<file path="src/sv/sdsq_pkg.sv">
// ----------------------------------------------------------------------------
// sdsq_pkg
// Shared types, constants and helpers for the sprite depth sort queue.
// ----------------------------------------------------------------------------
package sdsq_pkg;

  localparam int QUEUE_DEPTH = 64;
  localparam int HANDLE_BITS = 16;

  localparam int PTR_W   = $clog2(QUEUE_DEPTH);
  localparam int SUM_W   = PTR_W + 1;
  localparam int CNT_W   = $clog2(QUEUE_DEPTH + 1);
  localparam int LAYER_W = 8;
  localparam int BOT_W   = 18;
  localparam int ENTRY_W = HANDLE_BITS + LAYER_W + BOT_W;

  typedef enum logic [1:0] {
    OP_INSERT = 2'd0,
    OP_POP    = 2'd1,
    OP_CLEAR  = 2'd2
  } op_t;

  typedef struct packed {
    op_t                 operation;
    logic [15:0]         sprite_handle;
    logic [7:0]          layer;
    logic signed [15:0]  top_y;
    logic [11:0]         height;
  } req_t;

  typedef struct packed {
    logic [15:0] out_handle;
    logic        out_valid;
    logic        rejected;
    logic [6:0]  entry_count;
  } rsp_t;

  typedef struct packed {
    logic [HANDLE_BITS-1:0] handle;
    logic [LAYER_W-1:0]     layer;
    logic signed [BOT_W-1:0] bottom;
  } entry_t;

  typedef enum logic [2:0] {
    S_IDLE,
    S_START,
    S_SCAN,
    S_PLACE,
    S_POP,
    S_DONE
  } state_t;

  // physical slot of a logical queue position in the circular store
  function automatic logic [PTR_W-1:0] slot(input logic [PTR_W-1:0] base,
                                            input logic [PTR_W-1:0] off);
    logic [SUM_W-1:0] sum;
    sum = {1'b0, base} + {1'b0, off};
    if (sum >= SUM_W'(QUEUE_DEPTH)) begin
      sum = sum - SUM_W'(QUEUE_DEPTH);
    end
    return sum[PTR_W-1:0];
  endfunction

endpackage

</file>
<file path="src/sv/sdsq_ram.sv">
// ----------------------------------------------------------------------------
// sdsq_ram
// Generic simple dual-port RAM, one write port and one registered read port.
// ----------------------------------------------------------------------------
module sdsq_ram #(
  parameter int WIDTH = 8,
  parameter int DEPTH = 16
) (
  input  logic                     clk,
  input  logic                     wr_en,
  input  logic [$clog2(DEPTH)-1:0] wr_addr,
  input  logic [WIDTH-1:0]         wr_data,
  input  logic                     rd_en,
  input  logic [$clog2(DEPTH)-1:0] rd_addr,
  output logic [WIDTH-1:0]         rd_data
);

  logic [WIDTH-1:0] mem [DEPTH];

  always_ff @(posedge clk) begin
    if (wr_en) begin
      mem[wr_addr] <= wr_data;
    end
    if (rd_en) begin
      rd_data <= mem[rd_addr];
    end
  end

endmodule

</file>
<file path="src/sv/sdsq_key_cmp.sv">
// ----------------------------------------------------------------------------
// sdsq_key_cmp
// Draw key comparator: layer first, then signed bottom edge.
// ----------------------------------------------------------------------------
module sdsq_key_cmp (
  input  sdsq_pkg::entry_t a,
  input  sdsq_pkg::entry_t b,
  output logic             a_greater
);

  import sdsq_pkg::*;

  always_comb begin
    if (a.layer != b.layer) begin
      a_greater = a.layer > b.layer;
    end else begin
      a_greater = a.bottom > b.bottom;
    end
  end

endmodule

</file>
<file path="src/sv/sprite_depth_sort_queue_unit.sv">
// ----------------------------------------------------------------------------
// sprite_depth_sort_queue_unit
// Stable sorted draw queue held in a circular RAM. Inserts scan back from the
// tail, moving greater entries up one slot per cycle; pops advance the head.
// ----------------------------------------------------------------------------
// sequence: clear, no-op, rejected ops and insert into an empty queue go from
//   the start state straight to done; pop reads the head in a pop state;
//   other inserts scan past each greater stored entry and write the new one
// throughput: one transaction at a time, the next accepted the cycle after
//   the result is registered; the insert scan does one RAM read per cycle
// reset: synchronous, clears fill count, head pointer and output valid at
//   once; the entry RAM is not cleared, unused slots are never read
module sprite_depth_sort_queue_unit (
  input  logic            clk,
  input  logic            rst,
  input  logic            req_valid,
  output logic            req_ready,
  input  sdsq_pkg::req_t  req,
  output logic            rsp_valid,
  input  logic            rsp_ready,
  output sdsq_pkg::rsp_t  rsp
);

  import sdsq_pkg::*;

  state_t                 state, state_next;
  logic [PTR_W-1:0]       head, head_next;
  logic [CNT_W-1:0]       count, count_next;
  logic [PTR_W-1:0]       idx, idx_next;
  op_t                    op, op_next;
  entry_t                 item, item_next;
  logic [HANDLE_BITS-1:0] res_handle, res_handle_next;
  logic                   res_hit, res_hit_next;
  logic                   res_rej, res_rej_next;
  rsp_t                   rsp_next;
  logic                   rsp_valid_next;

  logic                   wr_en, rd_en;
  logic [PTR_W-1:0]       wr_addr, rd_addr;
  entry_t                 wr_data, rd_data;
  logic                   entry_gt;

  sdsq_ram #(
    .WIDTH (ENTRY_W),
    .DEPTH (QUEUE_DEPTH)
  ) u_ram (
    .clk     (clk),
    .wr_en   (wr_en),
    .wr_addr (wr_addr),
    .wr_data (wr_data),
    .rd_en   (rd_en),
    .rd_addr (rd_addr),
    .rd_data (rd_data)
  );

  sdsq_key_cmp u_cmp (
    .a         (rd_data),
    .b         (item),
    .a_greater (entry_gt)
  );

  assign req_ready = (state == S_IDLE);

  always_ff @(posedge clk) begin
    if (rst) begin
      state     <= S_IDLE;
      head      <= '0;
      count     <= '0;
      rsp_valid <= 1'b0;
    end else begin
      state     <= state_next;
      head      <= head_next;
      count     <= count_next;
      rsp_valid <= rsp_valid_next;
    end
    idx        <= idx_next;
    op         <= op_next;
    item       <= item_next;
    res_handle <= res_handle_next;
    res_hit    <= res_hit_next;
    res_rej    <= res_rej_next;
    rsp        <= rsp_next;
  end

  always_comb begin
    state_next      = state;
    head_next       = head;
    count_next      = count;
    idx_next        = idx;
    op_next         = op;
    item_next       = item;
    res_handle_next = res_handle;
    res_hit_next    = res_hit;
    res_rej_next    = res_rej;
    rsp_next        = rsp;
    rsp_valid_next  = rsp_valid && !rsp_ready;
    wr_en           = 1'b0;
    wr_addr         = head;
    wr_data         = item;
    rd_en           = 1'b0;
    rd_addr         = head;

    unique case (state)
      S_IDLE: begin
        if (req_valid) begin
          op_next          = req.operation;
          item_next.handle = HANDLE_BITS'(req.sprite_handle);
          item_next.layer  = req.layer;
          item_next.bottom = BOT_W'(req.top_y) + BOT_W'({1'b0, req.height});
          res_handle_next  = '0;
          res_hit_next     = 1'b0;
          res_rej_next     = 1'b0;
          state_next       = S_START;
        end
      end
      S_START: begin
        case (op)
          OP_INSERT: begin
            if (count == CNT_W'(QUEUE_DEPTH)) begin
              res_rej_next = 1'b1;
              state_next   = S_DONE;
            end else if (count == '0) begin
              wr_en      = 1'b1;
              wr_addr    = head;
              count_next = count + CNT_W'(1);
              state_next = S_DONE;
            end else begin
              idx_next   = PTR_W'(count - CNT_W'(1));
              rd_en      = 1'b1;
              rd_addr    = slot(head, PTR_W'(count - CNT_W'(1)));
              state_next = S_SCAN;
            end
          end
          OP_POP: begin
            if (count == '0) begin
              res_rej_next = 1'b1;
              state_next   = S_DONE;
            end else begin
              rd_en      = 1'b1;
              rd_addr    = head;
              state_next = S_POP;
            end
          end
          OP_CLEAR: begin
            count_next = '0;
            state_next = S_DONE;
          end
          default: begin
            state_next = S_DONE;
          end
        endcase
      end
      S_SCAN: begin
        // rd_data holds the entry at idx, read in the previous cycle
        wr_en   = 1'b1;
        wr_addr = slot(head, PTR_W'(idx + PTR_W'(1)));
        if (entry_gt) begin
          wr_data = rd_data;
          if (idx == '0) begin
            state_next = S_PLACE;
          end else begin
            idx_next = idx - PTR_W'(1);
            rd_en    = 1'b1;
            rd_addr  = slot(head, PTR_W'(idx - PTR_W'(1)));
          end
        end else begin
          wr_data    = item;
          count_next = count + CNT_W'(1);
          state_next = S_DONE;
        end
      end
      S_PLACE: begin
        wr_en      = 1'b1;
        wr_addr    = head;
        count_next = count + CNT_W'(1);
        state_next = S_DONE;
      end
      S_POP: begin
        res_handle_next = rd_data.handle;
        res_hit_next    = 1'b1;
        head_next       = slot(head, PTR_W'(1));
        count_next      = count - CNT_W'(1);
        state_next      = S_DONE;
      end
      S_DONE: begin
        if (!rsp_valid || rsp_ready) begin
          rsp_next.out_handle  = 16'(32'(res_handle));
          rsp_next.out_valid   = res_hit;
          rsp_next.rejected    = res_rej;
          rsp_next.entry_count = 7'(32'(count));
          rsp_valid_next       = 1'b1;
          state_next           = S_IDLE;
        end
      end
      default: begin
        state_next = S_IDLE;
      end
    endcase
  end

endmodule

</file>
<file path="config.mk">
export PLATFORM = sky130hd
export DESIGN_NAME = sprite_depth_sort_queue_unit
export DESIGN_NICKNAME = d
export VERILOG_FILES = /design/src/sv/sdsq_pkg.sv /design/src/sv/sdsq_ram.sv /design/src/sv/sdsq_key_cmp.sv /design/src/sv/sprite_depth_sort_queue_unit.sv
export SDC_FILE = /design/constraint.sdc
export NUM_CORES = 2
export LEC_CHECK = 0
export BUFFER_PORTS_ARGS = -buffer_cell sky130_fd_sc_hd__clkbuf_2
export CAP_MARGIN = 15
export CORE_ASPECT_RATIO = 0.8
export CORE_MARGIN = 2
export CORE_UTILIZATION = 45
export CTS_CLUSTER_SIZE = 20
export DETAILED_ROUTE_END_ITERATION = 8
export SYNTH_ARGS = -nofsm -noshare
export SYNTH_HDL_FRONTEND = slang
export SYNTH_SLANG_ARGS = --single-unit
</file>
<file path="constraint.sdc">
create_clock -name clk -period 7.1 [get_ports clk]
set_input_delay 1.065 -clock clk [delete_from_list [all_inputs] [get_ports clk]]
set_output_delay 1.065 -clock clk [all_outputs]
set_load 0.02 [all_outputs]
</file>
======== Word-level counts from Yosys, hierarchy flattened ========
Memories as Yosys holds them, arrays and structs flattened. A register that Yosys moved wholly into a read port is not among the register bits.
Index checks and enable logic that the tools add are counted.
operators by class
  add/sub/neg operators ................... 13
  order comparisons ....................... 6
  eq/ne operators ......................... 24
  mux-type cells .......................... 56
  reduce and logical (&&, ||, !) cells .... 21
operators with widths
  kind                                                       count
  two-way mux 6 bit                                          15
  two-way mux 42 bit                                         2
  one-hot mux 16 bit (2 select lines)                        1
  subtractor 6 x 1 -> 6 bit (second input constant)          5
  greater-or-equal comparator 7 bit (second input constant)  4
  one-hot mux 7 bit (4 select lines)                         1
  one-hot mux 6 bit (2 select lines)                         2
  adder 6 x 6 -> 7 bit                                       3
  two-way mux 7 bit                                          3
  greater-than comparator 18 bit                             1
  two-way mux 3 bit                                          6
  adder 16 x 13 -> 17 bit                                    1
  two-way mux 1 bit                                          16
  two-way mux 16 bit                                         1
  != test 3 bit (second input constant)                      5
  one-hot mux 3 bit (5 select lines)                         1
  != test 2 bit (second input constant)                      7
  one-hot mux 7 bit (2 select lines)                         1
  one-hot mux 1 bit (2 select lines)                         6
  AND reduction 5 bit                                        2
  greater-than comparator 8 bit                              1
  != test 8 bit                                              1
  adder 6 x 1 -> 7 bit (second input constant)               1
  adder 7 x 1 -> 7 bit (second input constant)               1
  25 further kinds                                           33
storage, ports and cells
  bits in registers ....................... 110
  RAM bits ................................ 2688
  input port bits ......................... 58
  output and inout bits ................... 27
  word-level logic and storage cells ...... 137
  memories kept ........................... 1
memory list
  memory     words  bits a word  rd ports  clocked after Yosys merged registers in  wr ports  RTL line        RTL
  u_ram.mem  64     42           1         1                                        1         sdsq_ram.sv:18  logic [WIDTH-1:0] mem [DEPTH];

======== Longest topological paths before layout ========
  depth in word-level cells ............... 8
  gate-level depth with buffers ........... 20
  depth with buffers taken out ............ 16

======== Cells and area by module ========
A second synthesis with hierarchy kept.
unflattened totals
  cell total of the unflattened synthesis .. 4978
  area, all modules ....................... 110663.6 µm²
modules (own cells, without submodules)
  module                        times used  cells each  area each (µm²)  sequential area each (µm²)
  sdsq_ram                      1           4352        103764.5         81978.6
  sprite_depth_sort_queue_unit  1           527         6160.9           3103.0
  sdsq_key_cmp                  1           99          738.2            0.0

======== Worst setup path before layout ========
OpenSTA, ideal clock, no wires.
  path kind ............................... reg2reg
  start ................................... register u_ram.rd_data[15] (read register of u_ram.mem)
  end ..................................... memory u_ram.mem[0][1] in the netlist's numbering, data pin
  library setup time ...................... 0.702 ns
  arrival time ............................ 4.908 ns
  required time ........................... 6.398 ns
  setup slack ............................. 1.490 ns
  stages on the path, launching flop included .. 12
  path buffers ............................ 2
  clock period less this slack ............ 5.610 ns
  cell sequence ........................... edfxtp_1 ha_1 a21o_1 a21o_1 a221oi_2 and2_1 o2111ai_1 nand2b_1 nor2_1 clkbuf_1 clkbuf_1 o21ai_0
between the ends
  cells in the longest elaborated chain, start to end .. 4
ends and longest elaborated chain
  what                            RTL line                             RTL
  from (decl)                     sdsq_ram.sv:15                       output logic [WIDTH-1:0] rd_data
  greater-than comparator 18 bit  sdsq_key_cmp.sv:17                   a_greater = a.bottom > b.bottom;
  two-way mux 1 bit               sdsq_key_cmp.sv:14                   if (a.layer != b.layer) begin
  two-way mux 42 bit              sprite_depth_sort_queue_unit.sv:157  if (entry_gt) begin
  two-way mux 42 bit              sprite_depth_sort_queue_unit.sv:103  unique case (state)
  via u_ram.wr_data[1]            sdsq_ram.sv:12                       input logic [WIDTH-1:0] wr_data,
  to (decl)                       sdsq_ram.sv:18
The timed path passes the listed nets, and every way through them passes these cells.

======== Final worst setup path ========
  start ................................... register item[13] in the netlist's numbering
  end ..................................... register u_ram.rd_data[0] (read register of u_ram.mem), data pin
between the ends
  cells in the longest elaborated chain, start to end .. 4
  elaborated cells on any way between the ends .. 6
  those cells by class .................... order compare: 1; mux: 5
ends and longest elaborated chain
  what                                                                                             RTL line                             RTL
  from (decl)                                                                                      sprite_depth_sort_queue_unit.sv:31   entry_t item, item_next;
  from (signal assigned)                                                                           sprite_depth_sort_queue_unit.sv:78   item <= item_next;
  greater-than comparator 18 bit (*)                                                               sdsq_key_cmp.sv:17
  two-way mux 1 bit (*)                                                                            sdsq_key_cmp.sv:14
  two-way mux 6 bit / two-way mux 1 bit (equally long branches)                                    sprite_depth_sort_queue_unit.sv:157
  one-hot mux 6 bit (2 select lines) / one-hot mux 1 bit (2 select lines) (equally long branches)  sprite_depth_sort_queue_unit.sv:103
Mark *: on every way between the ends. The rest lies on a longest branch, timed or not.
A chain may end at the register's enable or synchronous reset.

==> flow_summary.json <==
{
  "dp_slack_ns": 0.837,
  "syn_area_per_cell_um2": 16.6,
  "dpl_cell_area_um2": 118000,
  "yosys_most_used_dff": "edfxtp_1",
  "vias": 63340,
  "synthTopCellsByArea": "edfxtp_1 (76%), mux4_2 (4.2%), nand2_1 (3.2%)",
  "die_area_um2": 252000,
  "vias_per_cell": 6.07,
  "crit_path_start_kind": "register",
  "post-route-drc-count": 0,
  "gp_congestion": 0.848,
  "ys_types": 74,
  "max-cap-violations": 1,
  "arrival_ns": 7.18,
  "hold_viol_final": 0,
  "stdcell_area_um2": 126000,
  "clkTransAtPathRegs_ns": 0.07,
  "first_pass_iters": 6,
  "area_growth_pct": 13.0,
  "min_period_ns": 6.60,
  "portBuffers": 84,
  "fillers": 19995,
  "yosys.area_share.simple_pct": 5.41,
  "grt_use_total_pct": 24.2,
  "layout.cells.non_filler": 10428,
  "root_buffer": "clkbuf_16",
  "run_status": "finished with violations",
  "syn-instance-count": 6699,
  "routed_wl_mm": 312,
  "finalCritPeriodShare_pct": 93.0,
  "vdd_drop_max_uv": 211,
  "start_util_pct": 45.2,
  "tightest_slew_ns": 1.50,
  "p_leak_nw": 40.7,
  "p_total_mw": 42.4,
  "synth_edf_count": 2822,
  "utilization_pct": 51.1,
  "synth_top_family_by_area": "compound AO/OA/AOI/OAI gates",
  "max_freq_ghz": 0.151,
  "grt_pass1_wl_mm": 443,
  "ys_async_sr_fraction_pct": 0,
  "synth_top_cell_by_area": "edfxtp_1",
  "synth_adder_area_share_pct": 0.712,
  "violations": "max-capacitance violations, max-slew violations",
  "p_per_area_nw_per_um2": 337,
  "grt_max_degree": 129,
  "synth_top_area_share_pct": 76.1,
  "yosysWarnings": 0,
  "core_area_um2": 246000,
  "die_width_um": 560,
  "numCtsBuffers": 274,
  "worstSkewPairLatency_ns": 0.85,
  "htreeDepth": 5,
  "grt_antenna_before_repair": 9,
  "synth_compound_area_share_pct": 7.82,
  "cts_tree": "yes",
  "io_pins": 85,
  "grt_remaining_overflow": 0,
  "clock_skew_ns": 0.0471,
  "cp.required_ns": 7.68,
  "path_class": "reg -> reg",
  "postCtsHoldBufs": 0,
  "ys_ff_latch": 2839,
  "drv_slew": 2,
  "clock_sinks": 2839,
  "drive_gt1_share_pct": 15.8,
  "fin_hold_ws_ns": 0.399,
  "syn-num-nets": 6818,
  "synth-seq-area-share_pct": 76.4,
  "slew_headroom_pct": -2.73,
  "hpwl_mm": 178,
  "ant_nets": 0,
  "drt_iter0_drc": 7962,
  "totalNegativeSetupSlack_ns": 0,
  "post_cts_resized": 0,
  "synth_area_um2": 111000,
  "synth-xor-area-share_pct": 0.330,
  "cts_buffer_depth": 4,
  "cts_setup_buffers": 0,
  "rsz0062_at_grt": "no",
  "wl_per_cell_um": 29.9,
  "synthMuxAreaShare_pct": 7.55,
  "cp-end-kind": "register",
  "fin_nets": 7040,
  "setup_ws_ns": 0.495,
  "cp_max_fo": 39,
  "place_inst": 9937,
  "rows": 163,
  "setup_violations": 0,
  "worstHoldPathType": "in -> reg",
  "grt_pass1_vias": 60097,
  "fp.dieH_um": 449
}
-- flip-flops by register name, indices dropped and copies added (netlist names) --
name,count
idx,6
res_hit,1
item,41
count,7
rsp_valid,1
u_ram.rd_data,42
res_rej,1
res_handle,16
state,3
u_ram.mem,2688
op,2
head,6
rsp,25
-- Yosys cell counts, drive strengths merged, types with 12 or more instances --
| cell | instances |
|---|---|
| edfxtp | 2822 |
| nand2 | 939 |
| a21oi | 470 |
| mux2i | 351 |
| clkbuf | 221 |
| mux4 | 206 |
| buf | 187 |
| a22oi | 170 |
| o22ai | 170 |
| nor2 | 164 |
| nand3 | 100 |
| o21ai | 96 |
| a2111oi | 84 |
| and3 | 62 |
| inv | 59 |
| ha | 57 |
| nor2b | 51 |
| a32oi | 47 |
| a211oi | 46 |
| or3 | 45 |
| o211ai | 44 |
| a311oi | 43 |
| a31oi | 43 |
| a221oi | 42 |
| xnor2 | 25 |
| mux2 | 23 |
| dfxtp | 17 |
| xor2 | 17 |
| nor3 | 13 |
| nand2b | 12 |
-- per-layer routing --
metal  wire length (um)  part of all wire (%)  global-route usage [%]
met5                  0                     0                       0
met4               8770                   2.8                    6.84
met3              24700                   7.9                    3.29
met2             140000                    45                    36.1
met1             138000                    44                    37.2
-- path summary, 6_finish.rpt --
check | from | endpoint | slack, ns | cells past startpoint
setup reg to reg | item[13] | u_ram.rd_data[0] | 0.50 | 15
hold reg to reg | res_handle[15] | rsp[24] | 0.42 | 0
hold / removal | req[45] | item[35] | 0.40 | 1
setup / recovery | item[13] | u_ram.rd_data[0] | 0.50 | 15
-- layout make-up --
cell class                      instances  area [um2]  share of cell area (%)
Clock buffer                          351        7390                    5.87
Clock inverter                        113         721                   0.572
Inverter                               59         221                   0.176
Timing Repair Buffer                  354        3110                    2.47
Sequential cell                      2839       85100                    67.6
Antenna cell                           19        47.5                  0.0378
Multi-Input combinational cell       3393       25200                    20.0
Tap cell                             3300        4130                    3.28
-- layout by cell type, fill, tap and decap left out, drive strengths merged, types with 5 or more instances in the layout --
| master | synthesis | layout |
|---|---|---|
| nand4 | 8 | 8 |
| inv | 59 | 65 |
| diode | 0 | 19 |
| nand3b | 5 | 5 |
| o22ai | 170 | 170 |
| clkinv | 0 | 98 |
| nor2 | 164 | 164 |
| clkbuf | 221 | 435 |
| mux2 | 23 | 23 |
| bufinv | 0 | 7 |
| mux2i | 351 | 351 |
| o21ai | 96 | 96 |
| a21boi | 5 | 5 |
| a32oi | 47 | 47 |
| edfxtp | 2822 | 2822 |
| nand2 | 939 | 939 |
| xnor2 | 25 | 25 |
| a21oi | 470 | 470 |
| ha | 57 | 57 |
| and2 | 8 | 8 |
| dfxtp | 17 | 17 |
| xor2 | 17 | 17 |
| nand2b | 12 | 12 |
| nor3 | 13 | 13 |
| a211oi | 46 | 46 |
| nor2b | 51 | 51 |
| a221oi | 42 | 42 |
| nand3 | 100 | 100 |
| o211ai | 44 | 44 |
| a21o | 11 | 11 |
| or3 | 45 | 45 |
| a31oi | 43 | 43 |
| a2111oi | 84 | 84 |
| and3 | 62 | 62 |
| a311oi | 43 | 43 |
| a22oi | 170 | 170 |
| mux4 | 206 | 206 |
| buf | 187 | 270 |
-- logic make-up after synthesis --
group	Yosys count
DFF	2839
and+or+nand+nor	1419
xor gates and xnor gates	42
AOI/OAI and AO/OA	1291
buffers and inverters	467
muxes	580
adders and majority gates	61
-- worst max-delay path: stages, from the launching register on --
cell	delay, ns
edfxtp_1	0.33
inv_1	0.08
ha_1	0.34
nand4_1	0.34
nor4_4	0.40
a221oi_2	0.11
and2_1	0.19
o2111a_1	0.32
or4_4	0.59
and2_4	0.43
nand2_4	0.77
buf_12	0.28
a21oi_1	0.06
a2111oi_0	1.25
nor2_1	0.37
or3_1	0.46
-- where the power goes --
part / switching [mW] / total [mW] / leakage [nW] / internal [mW]
clock: 6.10 / 13.7 / 3.96 / 7.59
combinational: 5.86 / 8.77 / 11.2 / 2.91
sequential: 0.243 / 20.0 / 25.5 / 19.7
No activity file was read; power rests on OpenSTA's default activity.
